===== src/htcp_pkg.sv =====
`default_nettype none
package htcp_pkg;
  localparam int unsigned SlotsDef   = 16;
  localparam int unsigned KeyBitsDef = 16;
  localparam int unsigned FuncW      = 1;
  localparam int unsigned InKeyW     = 16;
  localparam int unsigned ValW       = 10;
  localparam int unsigned StatW      = 2;
  localparam int unsigned OutSlotW   = 4;

  localparam logic FUNC_INSERT = 1'b0;
  localparam logic FUNC_SEARCH = 1'b1;

  localparam logic [StatW-1:0] ST_INSERTED  = 2'd0;
  localparam logic [StatW-1:0] ST_FOUND     = 2'd1;
  localparam logic [StatW-1:0] ST_NOT_FOUND = 2'd2;
  localparam logic [StatW-1:0] ST_FULL      = 2'd3;

  typedef struct packed {
    logic load;
    logic start_head;
    logic step_head;
    logic start_walk;
    logic step_walk;
    logic start_probe;
    logic step_probe;
    logic rd;
    logic wr_entry;
    logic wr_link;
  } cmd_t;

  typedef struct packed {
    logic func;
    logic valid;
    logic homematch;
    logic keymatch;
    logic has_link;
    logic cnt_done;
  } sts_t;
endpackage
`default_nettype wire


===== src/htcp_if.sv =====
`default_nettype none
interface htcp_in_if;
  import htcp_pkg::*;
  logic              valid;
  logic              ready;
  logic [FuncW-1:0]  func;
  logic [InKeyW-1:0] key;
  logic [ValW-1:0]   value;
  modport source (output valid, func, key, value, input ready);
  modport sink (input valid, func, key, value, output ready);
endinterface

interface htcp_out_if;
  import htcp_pkg::*;
  logic                valid;
  logic                ready;
  logic [StatW-1:0]    status;
  logic [OutSlotW-1:0] slot;
  logic [ValW-1:0]     found_value;
  modport source (output valid, status, slot, found_value, input ready);
  modport sink (input valid, status, slot, found_value, output ready);
endinterface
`default_nettype wire


===== src/htcp_datapath.sv =====
`default_nettype none
module htcp_datapath import htcp_pkg::*; #(
  parameter int unsigned Slots   = SlotsDef,
  parameter int unsigned KeyBits = KeyBitsDef
) (
  input  wire logic               clk_i,
  input  wire logic               rst_ni,
  input  wire cmd_t               cmd_i,
  input  wire logic [FuncW-1:0]   func_i,
  input  wire logic [InKeyW-1:0]  key_i,
  input  wire logic [ValW-1:0]    value_i,
  output sts_t                    sts_o,
  output logic [OutSlotW-1:0]     slot_o,
  output logic [ValW-1:0]         fval_o
);
  localparam int unsigned IdxW = (Slots > 1) ? $clog2(Slots) : 1;
  localparam int unsigned CntW = $clog2(Slots + 1);

  logic [KeyBits-1:0] mem_key [Slots];
  logic [ValW-1:0]    mem_val [Slots];
  logic [IdxW-1:0]    mem_link[Slots];
  logic [Slots-1:0]   valid_q, link_q;

  logic               func_q;
  logic [KeyBits-1:0] key_q;
  logic [ValW-1:0]    val_q;
  logic [IdxW-1:0]    home_q, pos_q, end_q;
  logic [CntW-1:0]    cnt_q;
  logic [KeyBits-1:0] rkey_q;
  logic [ValW-1:0]    rval_q;
  logic [IdxW-1:0]    rlink_q;
  logic [IdxW-1:0]    pos_inc;
  logic [KeyBits-1:0] key_m;

  function automatic logic [IdxW-1:0] homef(input logic [KeyBits-1:0] k);
    logic [31:0] r;
    r = 32'(k) % Slots;
    return IdxW'(r);
  endfunction

  assign key_m   = KeyBits'(key_i);
  assign pos_inc = (32'(pos_q) == Slots - 1) ? '0 : pos_q + IdxW'(1);

  always_ff @(posedge clk_i) begin
    if (cmd_i.rd) begin
      rkey_q  <= mem_key[pos_q];
      rval_q  <= mem_val[pos_q];
      rlink_q <= mem_link[pos_q];
    end
    if (cmd_i.wr_entry) begin
      mem_key[pos_q] <= key_q;
      mem_val[pos_q] <= val_q;
    end
    if (cmd_i.wr_link) mem_link[end_q] <= pos_q;
  end

  always_ff @(posedge clk_i or negedge rst_ni) begin
    if (!rst_ni) begin
      valid_q <= '0;
      link_q  <= '0;
    end else begin
      if (cmd_i.wr_entry) begin
        valid_q[pos_q] <= 1'b1;
        link_q[pos_q]  <= 1'b0;
      end
      if (cmd_i.wr_link) link_q[end_q] <= 1'b1;
    end
  end

  always_ff @(posedge clk_i) begin
    if (cmd_i.load) begin
      func_q <= func_i;
      key_q  <= key_m;
      val_q  <= value_i;
      home_q <= homef(key_m);
      pos_q  <= homef(key_m);
      cnt_q  <= '0;
    end else if (cmd_i.start_head) begin
      cnt_q <= '0;
    end else if (cmd_i.step_head) begin
      pos_q <= pos_inc;
      cnt_q <= cnt_q + CntW'(1);
    end else if (cmd_i.start_walk) begin
      cnt_q <= '0;
    end else if (cmd_i.step_walk) begin
      pos_q <= rlink_q;
      cnt_q <= cnt_q + CntW'(1);
    end else if (cmd_i.start_probe) begin
      end_q <= pos_q;
      pos_q <= pos_inc;
      cnt_q <= CntW'(1);
    end else if (cmd_i.step_probe) begin
      pos_q <= pos_inc;
      cnt_q <= cnt_q + CntW'(1);
    end
  end

  assign sts_o.func      = func_q;
  assign sts_o.valid     = valid_q[pos_q];
  assign sts_o.has_link  = link_q[pos_q];
  assign sts_o.homematch = homef(rkey_q) == home_q;
  assign sts_o.keymatch  = rkey_q == key_q;
  assign sts_o.cnt_done  = 32'(cnt_q) >= Slots - 1;
  assign slot_o          = OutSlotW'(pos_q);
  assign fval_o          = rval_q;
endmodule
`default_nettype wire


===== src/htcp_ctrl.sv =====
`default_nettype none
module htcp_ctrl import htcp_pkg::*; (
  input  wire logic              clk_i,
  input  wire logic              rst_ni,
  input  wire logic              in_valid_i,
  output logic                   in_ready_o,
  output logic                   out_valid_o,
  input  wire logic              out_ready_i,
  output cmd_t                   cmd_o,
  input  wire sts_t              sts_i,
  output logic                   res_load_o,
  output logic [StatW-1:0]       res_status_o,
  output logic                   res_hit_o
);
  localparam logic [2:0] S_IDLE  = 3'd0;
  localparam logic [2:0] S_HRD   = 3'd1;
  localparam logic [2:0] S_HCHK  = 3'd2;
  localparam logic [2:0] S_WRD   = 3'd3;
  localparam logic [2:0] S_WCHK  = 3'd4;
  localparam logic [2:0] S_PCHK  = 3'd5;
  localparam logic [2:0] S_DONE  = 3'd6;

  logic [2:0] state_q, state_d;
  logic       ovalid_q;

  always_comb begin
    state_d      = state_q;
    cmd_o        = '0;
    res_load_o   = 1'b0;
    res_status_o = ST_FULL;
    res_hit_o    = 1'b0;
    unique case (state_q)
      S_IDLE: if (in_valid_i && !ovalid_q) begin
        cmd_o.load = 1'b1;
        state_d    = S_HRD;
      end
      S_HRD: begin
        cmd_o.rd = 1'b1;
        state_d  = S_HCHK;
      end
      S_HCHK: begin
        if (!sts_i.valid) begin
          res_load_o = 1'b1;
          if (sts_i.func == FUNC_INSERT) begin
            cmd_o.wr_entry = 1'b1;
            res_status_o   = ST_INSERTED;
            res_hit_o      = 1'b1;
          end else begin
            res_status_o = ST_NOT_FOUND;
          end
          state_d = S_DONE;
        end else if (sts_i.homematch) begin
          cmd_o.start_walk = 1'b1;
          state_d          = S_WCHK;
        end else if (sts_i.cnt_done) begin
          res_load_o   = 1'b1;
          res_status_o = (sts_i.func == FUNC_INSERT) ? ST_FULL : ST_NOT_FOUND;
          state_d      = S_DONE;
        end else begin
          cmd_o.step_head = 1'b1;
          state_d         = S_HRD;
        end
      end
      S_WRD: begin
        cmd_o.rd = 1'b1;
        state_d  = S_WCHK;
      end
      S_WCHK: begin
        if (sts_i.func == FUNC_SEARCH && sts_i.keymatch) begin
          res_load_o   = 1'b1;
          res_status_o = ST_FOUND;
          res_hit_o    = 1'b1;
          state_d      = S_DONE;
        end else if (!sts_i.has_link || sts_i.cnt_done) begin
          if (sts_i.func == FUNC_SEARCH && !sts_i.has_link) begin
            res_load_o   = 1'b1;
            res_status_o = ST_NOT_FOUND;
            state_d      = S_DONE;
          end else if (sts_i.func == FUNC_SEARCH) begin
            cmd_o.step_walk = 1'b1;
            res_load_o      = 1'b1;
            res_status_o    = ST_NOT_FOUND;
            state_d         = S_DONE;
          end else begin
            cmd_o.start_probe = 1'b1;
            state_d           = S_PCHK;
          end
        end else begin
          cmd_o.step_walk = 1'b1;
          state_d         = S_WRD;
        end
      end
      S_PCHK: begin
        if (!sts_i.valid) begin
          cmd_o.wr_entry = 1'b1;
          cmd_o.wr_link  = 1'b1;
          res_load_o     = 1'b1;
          res_status_o   = ST_INSERTED;
          res_hit_o      = 1'b1;
          state_d        = S_DONE;
        end else if (sts_i.cnt_done) begin
          res_load_o   = 1'b1;
          res_status_o = ST_FULL;
          state_d      = S_DONE;
        end else begin
          cmd_o.step_probe = 1'b1;
        end
      end
      S_DONE:  state_d = S_IDLE;
      default: state_d = S_IDLE;
    endcase
  end

  always_ff @(posedge clk_i or negedge rst_ni) begin
    if (!rst_ni) begin
      state_q  <= S_IDLE;
      ovalid_q <= 1'b0;
    end else begin
      state_q <= state_d;
      if (res_load_o) ovalid_q <= 1'b1;
      else if (out_ready_i) ovalid_q <= 1'b0;
    end
  end

  assign in_ready_o  = (state_q == S_IDLE) && !ovalid_q;
  assign out_valid_o = ovalid_q;

`ifndef SYNTH
  a_one_job: assert property (@(posedge clk_i) disable iff (!rst_ni)
    (state_q != S_IDLE) |-> !in_ready_o) else $error("ready while busy");
  a_res_idle: assert property (@(posedge clk_i) disable iff (!rst_ni)
    res_load_o |-> !ovalid_q) else $error("result overwrite");
  a_done: assert property (@(posedge clk_i) disable iff (!rst_ni)
    res_load_o |=> (state_q == S_DONE)) else $error("no done");
  a_wr: assert property (@(posedge clk_i) disable iff (!rst_ni)
    cmd_o.wr_link |-> cmd_o.wr_entry) else $error("link without entry");
`endif
endmodule
`default_nettype wire


===== src/hash_table_chained_probe.sv =====
`default_nettype none
// chained hash table with linear probing for new chain members
// in: item with func (0 insert, 1 search), key, value; valid/ready
// out: item with status, slot, found_value; valid/ready
// one item at a time; each slot of the home probe is read, then checked;
// the chain head is then checked for the key, each further chain member
// is read and checked, and each slot of the insert probe is checked by its valid bit alone
// an empty home slot gives a valid result right after its read and check
// the next item is accepted in the cycle after the result is taken
// the single-port slot memory and the sequencer set the rate
// reset empties the table (valid and link bits cleared at once)
// a result waits in the output register until taken; no new item is
// accepted while a result is held
module hash_table_chained_probe import htcp_pkg::*; #(
  parameter int unsigned Slots   = SlotsDef,
  parameter int unsigned KeyBits = KeyBitsDef
) (
  input  wire logic clk_i,
  input  wire logic rst_ni,
  htcp_in_if.sink   in_i,
  htcp_out_if.source out_o
);
  cmd_t                cmd;
  sts_t                sts;
  logic [OutSlotW-1:0] dslot;
  logic [ValW-1:0]     dval;
  logic                res_load, res_hit;
  logic [StatW-1:0]    res_status;
  logic [StatW-1:0]    status_q;
  logic [OutSlotW-1:0] slot_q;
  logic [ValW-1:0]     fval_q;

  htcp_ctrl u_ctrl (
    .clk_i, .rst_ni,
    .in_valid_i  (in_i.valid),
    .in_ready_o  (in_i.ready),
    .out_valid_o (out_o.valid),
    .out_ready_i (out_o.ready),
    .cmd_o       (cmd),
    .sts_i       (sts),
    .res_load_o  (res_load),
    .res_status_o(res_status),
    .res_hit_o   (res_hit)
  );

  htcp_datapath #(.Slots(Slots), .KeyBits(KeyBits)) u_dp (
    .clk_i, .rst_ni,
    .cmd_i  (cmd),
    .func_i (in_i.func),
    .key_i  (in_i.key),
    .value_i(in_i.value),
    .sts_o  (sts),
    .slot_o (dslot),
    .fval_o (dval)
  );

  always_ff @(posedge clk_i) begin
    if (res_load) begin
      status_q <= res_status;
      slot_q   <= res_hit ? dslot : '0;
      fval_q   <= (res_status == ST_FOUND) ? dval : '0;
    end
  end

  assign out_o.status      = status_q;
  assign out_o.slot        = slot_q;
  assign out_o.found_value = fval_q;
endmodule
`default_nettype wire

===== src/flat_wrapper.sv =====
// flat-port wrapper written by rule: the top's interface ports become plain ports
module hash_table_chained_probe_flat import htcp_pkg::*;
#(
  parameter int unsigned Slots   = SlotsDef,
  parameter int unsigned KeyBits = KeyBitsDef
)
  (clk_i, rst_ni, in_i_valid, in_i_func, in_i_key, in_i_value, in_i_ready, out_o_valid, out_o_status, out_o_slot, out_o_found_value, out_o_ready);
  htcp_in_if in_i_i ();
  htcp_out_if out_o_i ();
  input  wire logic clk_i;
  input  wire logic rst_ni;
  input wire logic [$bits(in_i_i.valid)-1:0] in_i_valid;
  input wire logic [$bits(in_i_i.func)-1:0] in_i_func;
  input wire logic [$bits(in_i_i.key)-1:0] in_i_key;
  input wire logic [$bits(in_i_i.value)-1:0] in_i_value;
  output wire logic [$bits(in_i_i.ready)-1:0] in_i_ready;
  output wire logic [$bits(out_o_i.valid)-1:0] out_o_valid;
  output wire logic [$bits(out_o_i.status)-1:0] out_o_status;
  output wire logic [$bits(out_o_i.slot)-1:0] out_o_slot;
  output wire logic [$bits(out_o_i.found_value)-1:0] out_o_found_value;
  input wire logic [$bits(out_o_i.ready)-1:0] out_o_ready;
  assign in_i_i.valid = in_i_valid;
  assign in_i_i.func = in_i_func;
  assign in_i_i.key = in_i_key;
  assign in_i_i.value = in_i_value;
  assign in_i_ready = in_i_i.ready;
  assign out_o_valid = out_o_i.valid;
  assign out_o_status = out_o_i.status;
  assign out_o_slot = out_o_i.slot;
  assign out_o_found_value = out_o_i.found_value;
  assign out_o_i.ready = out_o_ready;
  hash_table_chained_probe #(.Slots(Slots), .KeyBits(KeyBits)) u_core (.clk_i(clk_i), .rst_ni(rst_ni), .in_i(in_i_i), .out_o(out_o_i));
endmodule

===== config.mk =====
export PLATFORM = sky130hd
export DESIGN_NAME = hash_table_chained_probe_flat
export DESIGN_NICKNAME = d
export VERILOG_FILES = /design/src/htcp_pkg.sv /design/src/htcp_if.sv /design/src/htcp_datapath.sv /design/src/htcp_ctrl.sv /design/src/hash_table_chained_probe.sv /design/src/flat_wrapper.sv
export SDC_FILE = /design/constraint.sdc
export NUM_CORES = 1
export LEC_CHECK = 0
export BUFFER_PORTS_ARGS = -buffer_cell sky130_fd_sc_hd__buf_2
export CAP_MARGIN = 30
export CELL_PAD_IN_SITES_DETAIL_PLACEMENT = 0
export CELL_PAD_IN_SITES_GLOBAL_PLACEMENT = 1
export CORE_ASPECT_RATIO = 0.5
export CORE_UTILIZATION = 30
export DETAILED_ROUTE_END_ITERATION = 8
export PLACE_DENSITY_LB_ADDON = 0.05
export SLEW_MARGIN = 20
export SYNTH_ARGS = -nofsm -noshare
export SYNTH_HDL_FRONTEND = slang
export SYNTH_SLANG_ARGS = --single-unit

===== constraint.sdc =====
create_clock -name clk_i -period 3.2 [get_ports clk_i]
set_input_delay 0 -clock clk_i [delete_from_list [all_inputs] [get_ports clk_i]]
set_output_delay 0 -clock clk_i [all_outputs]
set_load 0.01 [all_outputs]

==> impl_metrics.env <==
export IMPL_reg2reg_to="u_core.u_ctrl.out_valid_o"
export IMPL_peakVddDrop_mv=0.381
export IMPL_dpl_hpwl_um=33300
export IMPL_cts_setup_buffers=0
export IMPL_avgSynthCellArea_um2=22.0
export IMPL_syn_area_um2=23000
export IMPL_ys_seq_area_share_pct=77.5
export IMPL_portBuffers=48
export IMPL_synthTopCellsByArea="edfxtp_1 (73%), mux4_2 (15%), dfrtp_1 (3.9%), xor2_1 (0.61%), a21o_1 (0.59%)"
export IMPL_max_freq_mhz=339
export IMPL_min_to="u_core.u_dp.key_q[7]"
export IMPL_antenna_found_initial=0
export IMPL_clock_sinks=602
export IMPL_r2r_start="u_core.u_dp.slot_o[1]"
export IMPL_rsz0062_at_grt="no"
export IMPL_leakagePower_nw=9.19
export IMPL_hp_class="input port to register"
export IMPL_required_ns=3.70
export IMPL_synth_seq_cells=602
export IMPL_drc=0
export IMPL_cts_buffers=56
export IMPL_dr_pass1_iters=5
export IMPL_start_util_pct=30.5
export IMPL_grt_max_degree=57
export IMPL_fin_ws_ns=0.249
export IMPL_synth_cell_types=50
export IMPL_viasPerCell=4.69
export IMPL_track_usage_pct=15.7
export IMPL_die_area_um2=78000
export IMPL_syn_inst=1049
export IMPL_hold_violations=0
export IMPL_cts_root_buffer="clkbuf_16"
export IMPL_drt_wl_total_um=60000
export IMPL_wire_per_inst_um=26.1
export IMPL_dpl_worst_slack_ns=0.222
export IMPL_clock_latency_ns=0.63
export IMPL_syn2layout_area_growth_pct=19.1
export IMPL_num_antenna_cells=0
export IMPL_powerDensity_nw_per_um2=856
export IMPL_drv_cap=0
export IMPL_gp_congestion=0.748
export IMPL_setup_tns_final_ns=0
export IMPL_critPathMaxFanout=28
export IMPL_crit_top_cell="buf_4"
export IMPL_worst_setup_path_end_kind="register"
export IMPL_synth_top_area_share_pct=73.1
export IMPL_syn_num_nets=1086
export IMPL_synth_edf_count=561
export IMPL_ys_warn_count=0
export IMPL_worstPathArrival_ns=3.45
export IMPL_die_h_um=198
export IMPL_period_needed_ns=2.95
export IMPL_async_flop_share_pct=5.98
export IMPL_nets=1265
export IMPL_worst_slew_pin_slew_ns=0.991
export IMPL_first_iter_violations=798
export IMPL_grt_pass1_wl_um=86500
export IMPL_fill_cells=6927
export IMPL_yosys_cell_count_top_type="edfxtp_1"
export IMPL_startpoint_type="register"
export IMPL_holdWs_ns=0.0718
export IMPL_num_vias=10800
export IMPL_ys_flop_type="edfxtp_1"
export IMPL_whs_path_depth=2
export IMPL_first_global_vias=11700
export IMPL_cpMaxStageDelayCell="edfxtp_1"
export IMPL_clk_pin_slew_ns=0.07
export IMPL_core_region_area_um2=75600
export IMPL_antenna_left=0
export IMPL_relSlewSlack_pct=33.9
export IMPL_crit_type="register to register"
export IMPL_cts_max_level=2
export IMPL_io_pins=49
export IMPL_grt_overflow=0
export IMPL_ff2ff_path_depth=9
export IMPL_die_x_um=394
export IMPL_rows=71
export IMPL_setup_violations=0
export IMPL_cts_buffer_depth=3
export IMPL_ys_top_cells_by_count="edfxtp_1 (561), mux4_2 (153), dfrtp_1 (36)"
export IMPL_outcome="completed"
export IMPL_cts_tree="done"
export IMPL_path_cells="buf_4 > and2_1 > a221o_1 > o22ai_1 > nand2_1 > and3_1 > or3_1 > buf_4 > a21o_1"
export IMPL_finClkSkew_ns=0.0241
export IMPL_slowest_delay_ns=0.58
export IMPL_r2r_slack_ns=0.25
export IMPL_synth_largest_area_cell="edfxtp_1"
export IMPL_drive_above_1_share_pct=29.4
export IMPL_fin_crit_sh_pct=92.2
export IMPL_hold_start="in_i_key[7]"
export IMPL_drv_slew=0
==> final cells by class <==
type | instances | area (um2) | area share [%]
Clock inverter | 30 | 270 | 0.985
Sequential cell | 602 | 17800 | 65.0
Timing Repair Buffer | 164 | 1500 | 5.47
Tap cell | 1022 | 1280 | 4.66
Multi-Input combinational cell | 375 | 4910 | 17.9
Clock buffer | 76 | 1530 | 5.57
Inverter | 29 | 109 | 0.397
==> flip-flops by register name (all words and copies together), names as in the netlist, 5 cells and up <==
signal                    cells
u_core.u_dp.link_q           16
u_core.u_dp.rkey_q           16
u_core.u_dp.mem_key         256
u_core.u_dp.mem_link         64
u_core.u_dp.mem_val         160
u_core.u_dp.cnt_q             5
u_core.u_dp.key_q            16
u_core.u_dp.val_q            10
u_core.u_dp.fval_o           10
u_core.out_o.found_value     10
u_core.u_dp.valid_q          16
==> where the power goes <==
part	internal, mW	leakage, nW	total (mW)	switching [mW]
clock network	3.68	0.879	6.67	2.98
logic	2.97	2.73	6.35	3.38
registers	9.94	5.58	10.5	0.538
total	16.6	9.19	23.5	6.90
==> placed cells by master (no fill, tap or decap), types with 6 or more instances in the layout <==
cell           synthesis  layout
inv_1                 28      22
nor2_1                21      21
a21oi_1                7       7
nand2b_1              20      20
xor2_1                16      16
ha_1                   6       6
buf_4                  1      60
mux4_2               153     153
and2_1                12      12
nand3_1                6       6
edfxtp_1             561     561
dlygate4sd3_1          0      31
clkbuf_1              22      16
dfrtp_1               36      36
clkinv_2               0       9
clkbuf_16              0      57
buf_2                  9      48
a21o_1                18      18
o21ai_0               15      15
clkinv_1               0      19
buf_12                 0      25
mux2i_1                8       8
nand2_1               34      34
nor3_1                10      10
==> cell families (layout without fill, tap and decap cells) <==
kind of cell | after synthesis | after routing | share of synthesized area [%]
xor+xnor | 17 | 17 | 0.646
flops | 602 | 602 | 77.5
simple gates | 130 | 130 | 2.95
mux | 165 | 165 | 15.7
fa+ha+maj | 6 | 6 | 0.326
compound gates | 57 | 57 | 1.64
buf+inv | 72 | 299 | 1.27
==> routing by layer <==
layer / GRT usage (%) / share of wire, % / vias up
li1: - / - / 4680
met5: 0 / 0 / -
met4: 3.16 / 1.3 / 0
met2: 24.9 / 47 / 133
met1: 22.9 / 49 / 5897
met3: 2.54 / 3.1 / 69
==> worst max-delay path: cells and delay by family (launching register included) <==
| family | cells | cell delay [ns] |
|---|---|---|
| AND/OR/NAND/NOR | 4 | 0.96 |
| AO/OA/AOI/OAI | 3 | 0.77 |
| flip-flops | 1 | 0.58 |
| buffers and inverters | 2 | 0.53 |
==> through the flow <==
stage / instance area [um2] / cells / utilization, % / power [mW]
6_report: 27400 / 2298 / 36.3 / 23.5
5_1_grt: 27400 / 2298 / 36.3 / 24.7
4_1_cts: 27400 / 2296 / 36.3 / 24.0
3_5_place_dp: 25300 / 2160 / 33.5 / 17.2
3_3_place_gp: 25300 / 2160 / 33.5 / 17.2
2_1_floorplan: 23000 / 1049 / - / 14.6
==> worst max-delay path by stage <==
| stage | from | end | slack, ns | cells after the start |
|---|---|---|---|---|
| 2_1_floorplan | u_core.u_dp.slot_o[1] | u_core.u_dp.mem_key[10][0] | 0.22 | 6 |
| 3_5_place_dp | u_core.u_dp.key_q[5] | u_core.u_dp.cnt_q[1] | 0.22 | 10 |
| 6_report | u_core.u_dp.slot_o[1] | u_core.u_ctrl.out_valid_o | 0.25 | 9 |
| 3_3_place_gp | u_core.u_dp.key_q[5] | u_core.u_dp.cnt_q[1] | 0.23 | 10 |
| 5_1_grt | u_core.u_dp.key_q[1] | u_core.u_dp.cnt_q[1] | 0.06 | 10 |
| 4_1_cts | u_core.u_dp.key_q[5] | u_core.u_dp.cnt_q[1] | 0.20 | 10 |
==> timing repair <==
action                     in CTS  in global routing
hold buffers                   30                  1
setup endpoints to repair       0                  7
gates resized for setup         0                  1
hold endpoints to repair       73                 12
Power figures use the tool's default switching activity.
